### config.mk
export PLATFORM = sky130hd
export DESIGN_NAME = typed_point_table_nearest
export DESIGN_NICKNAME = d
export VERILOG_FILES = /design/src/rtl/core/tptn_pkg.sv /design/src/rtl/core/tptn_ram.sv /design/src/rtl/core/tptn_ctrl.sv /design/src/rtl/core/tptn_datapath.sv /design/src/rtl/core/typed_point_table_nearest.sv
export VERILOG_INCLUDE_DIRS = /design/src /design/src/rtl/core
export SDC_FILE = /design/constraint.sdc
export NUM_CORES = 2
export LEC_CHECK = 0
export ABC_AREA = 1
export BUFFER_PORTS_ARGS = -buffer_cell sky130_fd_sc_hd__buf_4
export CAP_MARGIN = 25
export CELL_PAD_IN_SITES_DETAIL_PLACEMENT = 1
export CELL_PAD_IN_SITES_GLOBAL_PLACEMENT = 1
export CORE_AREA = 4 4 268 532
export CTS_BUF_LIST = sky130_fd_sc_hd__clkbuf_8 sky130_fd_sc_hd__clkbuf_16
export DETAILED_ROUTE_END_ITERATION = 8
export DIE_AREA = 0 0 272 536
export HOLD_SLACK_MARGIN = 0.15
export PLACE_DENSITY_LB_ADDON = 0.1
export SLEW_MARGIN = 20
export SYNTH_ARGS = -nofsm -noshare
export SYNTH_HDL_FRONTEND = slang
export SYNTH_SLANG_ARGS = --single-unit
export TNS_END_PERCENT = 50
### constraint.sdc
create_clock -name clock -period 8.49 [get_ports clock]
set_clock_uncertainty 0.2 [all_clocks]
set_input_delay 1.698 -clock clock [delete_from_list [all_inputs] [get_ports clock]]
set_output_delay 1.698 -clock clock [all_outputs]
set_load 0.03 [all_outputs]
### src/rtl/core/typed_point_table_nearest_assert.svh
// Assertion macros shared by the typed point table RTL.
// Depends on nothing; the bodies are empty when SYNTHESIS is defined.
`ifndef TYPED_POINT_TABLE_NEAREST_ASSERT_SVH
`define TYPED_POINT_TABLE_NEAREST_ASSERT_SVH
`ifndef SYNTHESIS
// Antecedent and consequent hold in the same cycle.
`define TPTN_ASSERT_NOW(label, clk, rst, ante, cons) \
   label: assert property (@(posedge clk) disable iff (rst) (ante) |-> (cons)) \
      else $error("typed point table: same-cycle check failed");
// Consequent holds in the cycle after the antecedent.
`define TPTN_ASSERT_NEXT(label, clk, rst, ante, cons) \
   label: assert property (@(posedge clk) disable iff (rst) (ante) |=> (cons)) \
      else $error("typed point table: next-cycle check failed");
`else
`define TPTN_ASSERT_NOW(label, clk, rst, ante, cons)
`define TPTN_ASSERT_NEXT(label, clk, rst, ante, cons)
`endif
`endif

### src/rtl/core/tptn_pkg.sv
// Shared types and constants of the typed point table.
// Depends on nothing; used by the controller, the datapath and the top level.
package tptn_pkg;

   localparam int OP_W        = 2;
   localparam int KIND_W      = 2;
   localparam int LIMIT_W     = 22;
   localparam int RSP_INDEX_W = 6;
   localparam int RSP_COUNT_W = 7;

   localparam logic [LIMIT_W-1:0] LIMIT_RESET = 22'd999999;

   localparam logic [OP_W-1:0] OP_INSERT  = 2'd0;
   localparam logic [OP_W-1:0] OP_NEAREST = 2'd1;
   localparam logic [OP_W-1:0] OP_LOCATE  = 2'd2;

   // Commands from the controller to the datapath.
   typedef struct packed {
      logic load;       // request accepted: capture it, do the insert
      logic scan_step;  // read the entry at the scan address and advance
      logic load_rsp;   // move the finished result into the output register
   } tptn_cmd_type;

   // Status from the datapath to the controller.
   typedef struct packed {
      logic scan_needed;  // offered request is a search over a non-empty table
      logic scan_last;    // scan address is the last stored entry
      logic pipe_busy;    // entries still in flight through the compare pipeline
      logic rsp_free;     // output register can take a result this cycle
   } tptn_status_type;

endpackage

### src/rtl/core/tptn_ram.sv
// Generic single-write, single-read RAM with registered read data.
// Depends on nothing.
module tptn_ram #(
   parameter int WIDTH = 8,
   parameter int DEPTH = 16,
   localparam int AW = (DEPTH > 1) ? $clog2(DEPTH) : 1
) (
   input  logic             clock,
   input  logic             wr_en,
   input  logic [AW-1:0]    wr_addr,
   input  logic [WIDTH-1:0] wr_data,
   input  logic             rd_en,
   input  logic [AW-1:0]    rd_addr,
   output logic [WIDTH-1:0] rd_data
);

   logic [WIDTH-1:0] mem_ff [DEPTH];
   logic [WIDTH-1:0] rd_data_ff;

   always_ff @(posedge clock) begin
      if (wr_en) begin
         mem_ff[wr_addr] <= wr_data;
      end
      if (rd_en) begin
         rd_data_ff <= mem_ff[rd_addr];
      end
   end

   assign rd_data = rd_data_ff;

endmodule

### src/rtl/core/tptn_ctrl.sv
// Controller state machine of the typed point table.
// Depends on tptn_pkg; drives the datapath through tptn_cmd_type.
module tptn_ctrl (
   input  logic                     clock,
   input  logic                     reset,
   input  logic                     req_valid,
   output logic                     req_ready,
   input  tptn_pkg::tptn_status_type status,
   output tptn_pkg::tptn_cmd_type    cmd
);

   localparam logic [1:0] ST_IDLE  = 2'd0;
   localparam logic [1:0] ST_SCAN  = 2'd1;
   localparam logic [1:0] ST_FLUSH = 2'd2;
   localparam logic [1:0] ST_DONE  = 2'd3;

   logic [1:0] state_ff;
   logic [1:0] state_in;

   always_comb begin
      state_in      = state_ff;
      cmd           = '0;
      req_ready     = 1'b0;
      case (state_ff)
         ST_IDLE: begin
            req_ready = 1'b1;
            if (req_valid) begin
               cmd.load = 1'b1;
               state_in = status.scan_needed ? ST_SCAN : ST_DONE;
            end
         end
         ST_SCAN: begin
            cmd.scan_step = 1'b1;
            if (status.scan_last) begin
               state_in = ST_FLUSH;
            end
         end
         ST_FLUSH: begin
            if (!status.pipe_busy) begin
               state_in = ST_DONE;
            end
         end
         ST_DONE: begin
            if (status.rsp_free) begin
               cmd.load_rsp = 1'b1;
               state_in     = ST_IDLE;
            end
         end
         default: begin
            state_in = ST_IDLE;
         end
      endcase
   end

   always_ff @(posedge clock) begin
      if (reset) begin
         state_ff <= ST_IDLE;
      end else begin
         state_ff <= state_in;
      end
   end

endmodule

### src/rtl/core/tptn_datapath.sv
// Datapath of the typed point table: point store, scan pipeline, result registers.
// Depends on tptn_pkg and tptn_ram; commanded by tptn_ctrl.
module tptn_datapath #(
   parameter int TABLE_DEPTH = 64,
   parameter int COORD_BITS  = 10
) (
   input  logic                                clock,
   input  logic                                reset,
   input  tptn_pkg::tptn_cmd_type               cmd,
   output tptn_pkg::tptn_status_type            status,
   input  logic [tptn_pkg::OP_W-1:0]            req_op,
   input  logic [tptn_pkg::KIND_W-1:0]          req_kind,
   input  logic [COORD_BITS-1:0]                req_x_pos,
   input  logic [COORD_BITS-1:0]                req_y_pos,
   input  logic                                csr_write_enable,
   input  logic [tptn_pkg::LIMIT_W-1:0]         csr_write_data,
   input  logic                                rsp_ready,
   output logic                                rsp_valid,
   output logic                                rsp_success,
   output logic [tptn_pkg::RSP_INDEX_W-1:0]     rsp_result_index,
   output logic [tptn_pkg::RSP_COUNT_W-1:0]     rsp_entry_count
);

   localparam int ADDR_W    = (TABLE_DEPTH > 1) ? $clog2(TABLE_DEPTH) : 1;
   localparam int CNT_W     = $clog2(TABLE_DEPTH + 1);
   localparam int SQ_W      = 2 * COORD_BITS;
   localparam int DIST_W    = SQ_W + 1;
   localparam int BEST_W    = (DIST_W > tptn_pkg::LIMIT_W) ? DIST_W : tptn_pkg::LIMIT_W;
   localparam int ENTRY_W   = tptn_pkg::KIND_W + 2 * COORD_BITS;
   localparam int IDX_EXT_W = (ADDR_W > tptn_pkg::RSP_INDEX_W) ? ADDR_W
                                                               : tptn_pkg::RSP_INDEX_W;
   localparam int CNT_EXT_W = (CNT_W > tptn_pkg::RSP_COUNT_W) ? CNT_W
                                                             : tptn_pkg::RSP_COUNT_W;

   // Control registers.
   logic [CNT_W-1:0]                 count_ff, count_in;
   logic [tptn_pkg::LIMIT_W-1:0]     limit_ff, limit_in;
   logic                             v1_ff, v2_ff;
   logic                             rsp_valid_ff, rsp_valid_in;

   // Payload registers.
   logic [tptn_pkg::OP_W-1:0]        op_ff;
   logic [tptn_pkg::KIND_W-1:0]      kind_ff;
   logic [COORD_BITS-1:0]            qx_ff, qy_ff;
   logic [ADDR_W-1:0]                addr_ff, addr_in;
   logic [ADDR_W-1:0]                idx1_ff, idx2_ff;
   logic [SQ_W-1:0]                  sqx_ff, sqy_ff, sqx_in, sqy_in;
   logic                             kind_ok_ff, pos_eq_ff, kind_ok_in, pos_eq_in;
   logic [BEST_W-1:0]                best_ff, best_in;
   logic                             res_ok_ff, res_ok_in;
   logic [ADDR_W-1:0]                res_idx_ff, res_idx_in;
   logic                             rsp_success_ff;
   logic [tptn_pkg::RSP_INDEX_W-1:0] rsp_index_ff;
   logic [tptn_pkg::RSP_COUNT_W-1:0] rsp_count_ff;

   logic                             table_full;
   logic                             do_write;
   logic [ENTRY_W-1:0]               rd_data;
   logic [COORD_BITS-1:0]            rd_x, rd_y, dx, dy;
   logic [tptn_pkg::KIND_W-1:0]      rd_kind;
   logic [DIST_W-1:0]                dist_sum;
   logic                             near_hit, loc_hit;
   logic [IDX_EXT_W-1:0]             idx_ext;
   logic [CNT_EXT_W-1:0]             cnt_ext;

   assign table_full = (count_ff >= CNT_W'(TABLE_DEPTH));
   assign do_write   = cmd.load && (req_op == tptn_pkg::OP_INSERT) && !table_full;

   tptn_ram #(
      .WIDTH (ENTRY_W),
      .DEPTH (TABLE_DEPTH)
   ) u_points (
      .clock   (clock),
      .wr_en   (do_write),
      .wr_addr (count_ff[ADDR_W-1:0]),
      .wr_data ({req_kind, req_y_pos, req_x_pos}),
      .rd_en   (cmd.scan_step),
      .rd_addr (addr_ff),
      .rd_data (rd_data)
   );

   // Stage 1: distance terms of the entry just read.
   assign rd_x    = rd_data[COORD_BITS-1:0];
   assign rd_y    = rd_data[2*COORD_BITS-1:COORD_BITS];
   assign rd_kind = rd_data[ENTRY_W-1:2*COORD_BITS];

   always_comb begin
      dx         = (rd_x >= qx_ff) ? (rd_x - qx_ff) : (qx_ff - rd_x);
      dy         = (rd_y >= qy_ff) ? (rd_y - qy_ff) : (qy_ff - rd_y);
      sqx_in     = SQ_W'(dx) * SQ_W'(dx);
      sqy_in     = SQ_W'(dy) * SQ_W'(dy);
      kind_ok_in = (rd_kind == kind_ff);
      pos_eq_in  = (rd_x == qx_ff) && (rd_y == qy_ff);
   end

   // Stage 2: sum, compare and keep the winner.
   assign dist_sum = DIST_W'(sqx_ff) + DIST_W'(sqy_ff);
   assign near_hit = v2_ff && (op_ff == tptn_pkg::OP_NEAREST) && kind_ok_ff
                     && (BEST_W'(dist_sum) < best_ff);
   assign loc_hit  = v2_ff && (op_ff == tptn_pkg::OP_LOCATE) && pos_eq_ff && !res_ok_ff;

   always_comb begin
      count_in   = count_ff;
      limit_in   = csr_write_enable ? csr_write_data : limit_ff;
      addr_in    = addr_ff;
      best_in    = best_ff;
      res_ok_in  = res_ok_ff;
      res_idx_in = res_idx_ff;
      if (cmd.load) begin
         addr_in    = '0;
         best_in    = BEST_W'(limit_ff);
         res_ok_in  = 1'b0;
         res_idx_in = '0;
         if (do_write) begin
            count_in   = count_ff + CNT_W'(1);
            res_ok_in  = 1'b1;
            res_idx_in = count_ff[ADDR_W-1:0];
         end
      end else begin
         if (cmd.scan_step) begin
            addr_in = addr_ff + ADDR_W'(1);
         end
         if (near_hit) begin
            best_in    = BEST_W'(dist_sum);
            res_ok_in  = 1'b1;
            res_idx_in = idx2_ff;
         end else if (loc_hit) begin
            res_ok_in  = 1'b1;
            res_idx_in = idx2_ff;
         end
      end
   end

   assign idx_ext = IDX_EXT_W'(res_idx_ff);
   assign cnt_ext = CNT_EXT_W'(count_ff);

   always_comb begin
      rsp_valid_in = rsp_valid_ff;
      if (cmd.load_rsp) begin
         rsp_valid_in = 1'b1;
      end else if (rsp_ready) begin
         rsp_valid_in = 1'b0;
      end
   end

   always_ff @(posedge clock) begin
      if (reset) begin
         count_ff     <= '0;
         limit_ff     <= tptn_pkg::LIMIT_RESET;
         v1_ff        <= 1'b0;
         v2_ff        <= 1'b0;
         rsp_valid_ff <= 1'b0;
      end else begin
         count_ff     <= count_in;
         limit_ff     <= limit_in;
         v1_ff        <= cmd.scan_step;
         v2_ff        <= v1_ff;
         rsp_valid_ff <= rsp_valid_in;
      end
   end

   always_ff @(posedge clock) begin
      if (cmd.load) begin
         op_ff   <= req_op;
         kind_ff <= req_kind;
         qx_ff   <= req_x_pos;
         qy_ff   <= req_y_pos;
      end
      addr_ff    <= addr_in;
      best_ff    <= best_in;
      res_ok_ff  <= res_ok_in;
      res_idx_ff <= res_idx_in;
      idx1_ff    <= addr_ff;
      idx2_ff    <= idx1_ff;
      sqx_ff     <= sqx_in;
      sqy_ff     <= sqy_in;
      kind_ok_ff <= kind_ok_in;
      pos_eq_ff  <= pos_eq_in;
      if (cmd.load_rsp) begin
         rsp_success_ff <= res_ok_ff;
         rsp_index_ff   <= res_ok_ff ? idx_ext[tptn_pkg::RSP_INDEX_W-1:0] : '0;
         rsp_count_ff   <= cnt_ext[tptn_pkg::RSP_COUNT_W-1:0];
      end
   end

   always_comb begin
      status.scan_needed = ((req_op == tptn_pkg::OP_NEAREST) ||
                            (req_op == tptn_pkg::OP_LOCATE)) && (count_ff != '0);
      status.scan_last   = (CNT_W'(addr_ff) == (count_ff - CNT_W'(1)));
      status.pipe_busy   = v1_ff || v2_ff;
      status.rsp_free    = !rsp_valid_ff || rsp_ready;
   end

   assign rsp_valid        = rsp_valid_ff;
   assign rsp_success      = rsp_success_ff;
   assign rsp_result_index = rsp_index_ff;
   assign rsp_entry_count  = rsp_count_ff;

endmodule

### src/rtl/core/typed_point_table_nearest.sv
// Typed point table with nearest-of-kind and exact-position search. A request carries an op,
// a kind and an (x, y) position. Insert appends the point at the next free index and fails
// once TABLE_DEPTH entries are stored. Nearest reports the index of the entry of the requested
// kind with the smallest squared Euclidean distance, if that distance is strictly below the
// distance limit register; ties go to the lower index. Locate reports the first index
// stored at exactly the requested position, of any kind. Every response carries the entry
// count after the request; success low means no entry was added or found, and the index is
// then zero. The op code three changes nothing and answers with success low. Requests are
// handled one at a time. An insert, an op code three or a search of an empty table goes
// from acceptance straight to the done state, which loads its response into the output
// register once that register is free; only then is the next request taken. A nearest or
// locate search first has the single read port of the point store visit the N stored
// entries, one entry per cycle, and then waits for the registered read, the two compare
// stages and the winner register to drain before the done state loads the response.
// A finished response waits in the output register, so the next request is accepted
// while it is still held.
// The distance limit is written through csr_write_enable and csr_write_data; the user must
// write it only while no request is in progress, which the block does not enforce. There is
// no clearing pass after reset: only stored entries are ever read.
// Depends on tptn_pkg, tptn_ctrl, tptn_datapath, tptn_ram and the assertion macro header.
module typed_point_table_nearest #(
   parameter int TABLE_DEPTH = 64,
   parameter int COORD_BITS  = 10
) (
   input  logic                                clock,
   input  logic                                reset,
   input  logic                                req_valid,
   output logic                                req_ready,
   input  logic [tptn_pkg::OP_W-1:0]            req_op,
   input  logic [tptn_pkg::KIND_W-1:0]          req_kind,
   input  logic [COORD_BITS-1:0]                req_x_pos,
   input  logic [COORD_BITS-1:0]                req_y_pos,
   output logic                                rsp_valid,
   input  logic                                rsp_ready,
   output logic                                rsp_success,
   output logic [tptn_pkg::RSP_INDEX_W-1:0]     rsp_result_index,
   output logic [tptn_pkg::RSP_COUNT_W-1:0]     rsp_entry_count,
   input  logic                                csr_write_enable,
   input  logic [tptn_pkg::LIMIT_W-1:0]         csr_write_data
);

   `include "typed_point_table_nearest_assert.svh"

   tptn_pkg::tptn_cmd_type    cmd;
   tptn_pkg::tptn_status_type status;

   // The controller sequences each request: capture, scan, drain, respond.
   tptn_ctrl u_ctrl (
      .clock     (clock),
      .reset     (reset),
      .req_valid (req_valid),
      .req_ready (req_ready),
      .status    (status),
      .cmd       (cmd)
   );

   // The datapath holds the point store, the entry count, the limit register,
   // the compare pipeline and the output register.
   tptn_datapath #(
      .TABLE_DEPTH (TABLE_DEPTH),
      .COORD_BITS  (COORD_BITS)
   ) u_datapath (
      .clock            (clock),
      .reset            (reset),
      .cmd              (cmd),
      .status           (status),
      .req_op           (req_op),
      .req_kind         (req_kind),
      .req_x_pos        (req_x_pos),
      .req_y_pos        (req_y_pos),
      .csr_write_enable (csr_write_enable),
      .csr_write_data   (csr_write_data),
      .rsp_ready        (rsp_ready),
      .rsp_valid        (rsp_valid),
      .rsp_success      (rsp_success),
      .rsp_result_index (rsp_result_index),
      .rsp_entry_count  (rsp_entry_count)
   );

   // A new request is only taken once the compare pipeline has drained.
   `TPTN_ASSERT_NOW(a_ready_pipe_empty, clock, reset, req_ready, !status.pipe_busy)
   // A response is only loaded when the output register is free.
   `TPTN_ASSERT_NOW(a_load_rsp_free, clock, reset, cmd.load_rsp, status.rsp_free)
   // Every entry read enters the compare pipeline.
   `TPTN_ASSERT_NEXT(a_read_enters_pipe, clock, reset, cmd.scan_step, status.pipe_busy)

endmodule
==> results.toml <==
[job]
maxCapViolations = 0

[clocking]
clock_sinks = 1589
clock_latency_ns = 0.78
htree_num_levels = 4
clk_pin_slew_ns = 0.08
holdBufCountCts = 5
clockBufferDepth = 3
cts_root_buf = "clkbuf_16"
cts_made_buffers = 145
tritoncts = "yes"
post_cts_buffers = 0
cts.repair.resized = 0

[floorplanning]
rows = 193
start_util = 0.498
die_y_um = 536
io_pins = 67
core_um2 = 138000
dieArea_um2 = 146000
die_w_um = 272

[timing]
slew_violations = 0
finalSetupViolations = 0
maxSlewHeadroom = 0.150
setup_tns_ns = 0
fmax_mhz = 139
period_share = 0.847
tightest_slew_ns = 1.27
fin_crit_ns = 7.19
finalHoldViolations = 0
grt_setup_unrepaired = "no"

[worst_setup_path]
crit_required_ns = 9.00
max_stage_delay_ns = 0.55
critical_path_class = "flip-flop to flip-flop"
path_max_fanout = 13
arrival_ns = 7.70
start_kind = "flip-flop"
critPathCaptureType = "flip-flop"
slowest_stage = "fa_1"
crit_path_frequent_cell = "fa_1"

[drt]
ant_nets = 0
dr.pass1.iters = 8
routed_wl_um = 221000
wire_per_inst_um = 29.1
via_count = 46600
viasPerCell = 6.13
drtIter0Drc = 4164
route.detailed.drc = 0

[min_path]
hold_class = "flip-flop to flip-flop"

[final_layout]
syn_to_final_growth_pct = 10.7
fin_nets = 5946
layout-drive-gt1-share = 0.0837
seqCellArea_um2 = 46800
final_core_util = 0.551
fillers = 13900
multiInputGateArea_um2 = 19900
final_cell_area_um2 = 76200

[logic_synthesis]
synth.avg_cell_area_um2 = 12.3
synth_most_common_cell = "edfxtp_1"
synth_top_cell_by_area = "edfxtp_1"
synthDominantCellAreaShare = 0.652
netlist_instances = 5624
synth-edff-count = 1497
synth_common_cells = "edfxtp_1 (1,497), nor2_1 (927), o21ai_0 (773)"
synth_seq_cells = 1589
async_flop_share = 0
ys_top_cells_by_area = "edfxtp_1 (65%), o21ai_0 (5.6%), nor2_1 (5.1%)"
yosysUniqueCellTypes = 52
seq_area_frac_synth = 0.679
synth_area_um2 = 68900
yosysWarnings = 0
synth_nets = 5952
synth_flop_cell = "edfxtp_1"

[global_routing]
top_usage_layer = "met2"
grt_max_degree = 182
grt_overflow = 0
grt_util_met2 = 0.563
track_usage = 0.300
use_met1 = 0.324
grt_first_pass_wirelength_um = 322000
first_global_vias = 50000
use_met3 = 0.0358
antenna_found_initial = 13

[status]
status = "finished clean"

[placed_design]
dp_hpwl_um = 138000
detailed_place.area_um2 = 71600
place_congestion = 0.854
port_buffers = 66
## worst max-delay path: cells and delay by family, from the launching register on
family | cells | cell delay [ns]
adders and majority gates | 8 | 3.43
AOI/OAI and AO/OA | 5 | 1.00
and+or+nand+nor | 10 | 1.06
xor gates and xnor gates | 2 | 0.56
DFF | 1 | 0.40
buffers and inverters | 6 | 0.49
## cell families (layout without fill, tap and decap cells)
family / after synthesis / count (layout) / share of synthesized area
other: 0 / 10 / 0
AO/OA/AOI/OAI: 1355 / 1355 / 0.114
XOR/XNOR: 89 / 89 / 0.0120
flip-flops: 1589 / 1589 / 0.679
buffers and inverters: 643 / 757 / 0.0356
adder cells (fa/ha/maj): 277 / 277 / 0.0611
multiplexers: 1 / 1 / 0.000145
AND/OR/NAND/NOR: 1670 / 1670 / 0.0978
## final timing paths
path | start | end | slack, ns | cells after the start
max | u_datapath.u_points.rd_data[0] | u_datapath.sqx_ff[18] | 1.30 | 31
min | u_datapath.idx1_ff[4] | u_datapath.idx2_ff[4] | 0.15 | 0
max reg2reg | u_datapath.u_points.rd_data[0] | u_datapath.sqx_ff[18] | 1.30 | 31
min reg2reg | u_datapath.idx1_ff[4] | u_datapath.idx2_ff[4] | 0.15 | 0
## cell usage in the layout (no fill, tap or decap), types with 13 or more instances in the layout
cell and instances:
a21oi_1 116, a31oi_1 21, a32o_1 14, buf_4 157, clkbuf_16 149, clkinv_1 31
clkinv_2 23, dfxtp_1 88, edfxtp_1 1497, fa_1 99, ha_1 178, inv_1 337
nand2_1 497, nand3_1 132, nand4_1 79, nor2_1 863, nor2_2 60, nor3_1 13
o211ai_1 37, o21ai_0 773, o221ai_1 143, o22ai_1 213, xnor2_1 17, xor2_1 66
## per-layer routing
layer	vias to the layer above	share of wire
li1	20400	-
met1	24200	0.34
met2	1499	0.54
met3	542	0.045
met4	10	0.068
met5	-	0.00030
## flip-flops by register name, summed over array words and instances (netlist names), 2 cells and up
register	count
u_datapath.best_ff	22
u_datapath.rsp_entry_count	7
u_datapath.limit_ff	22
u_datapath.qy_ff	10
u_datapath.sqx_ff	19
u_ctrl.state_ff	2
u_datapath.sqy_ff	19
u_datapath.cnt_ext	7
u_datapath.kind_ff	2
u_datapath.idx1_ff	6
u_datapath.idx_ext	6
u_datapath.idx2_ff	6
u_datapath.op_ff	2
u_datapath.u_points.mem_ff	1408
u_datapath.rsp_result_index	6
u_datapath.qx_ff	10
u_datapath.u_points.rd_data	22
u_datapath.addr_ff	6
## through the flow
stage               worst slack, ns  cells  hold slack (ns)
finish                         1.30   7600            0.150
global route                  0.794   7600            0.156
CTS                            1.22   7590            0.153
detailed placement             1.24   7318            0.118
global placement               1.46   7317            0.110
floorplan                      2.13   5624            0.110
## final cells by class
class | instances | share of cell area
clock buffers | 149 | 0.0489
diodes | 10 | 0.000328
inverters | 318 | 0.0159
well taps | 1852 | 0.0304
flip-flops and latches | 1589 | 0.614
multi-input cells | 3392 | 0.260
clock inverters | 118 | 0.0114
repair buffers | 172 | 0.0187
Power is not shown: default switching activity piles up to over one toggle a cycle in this logic, so the estimate is an artifact.
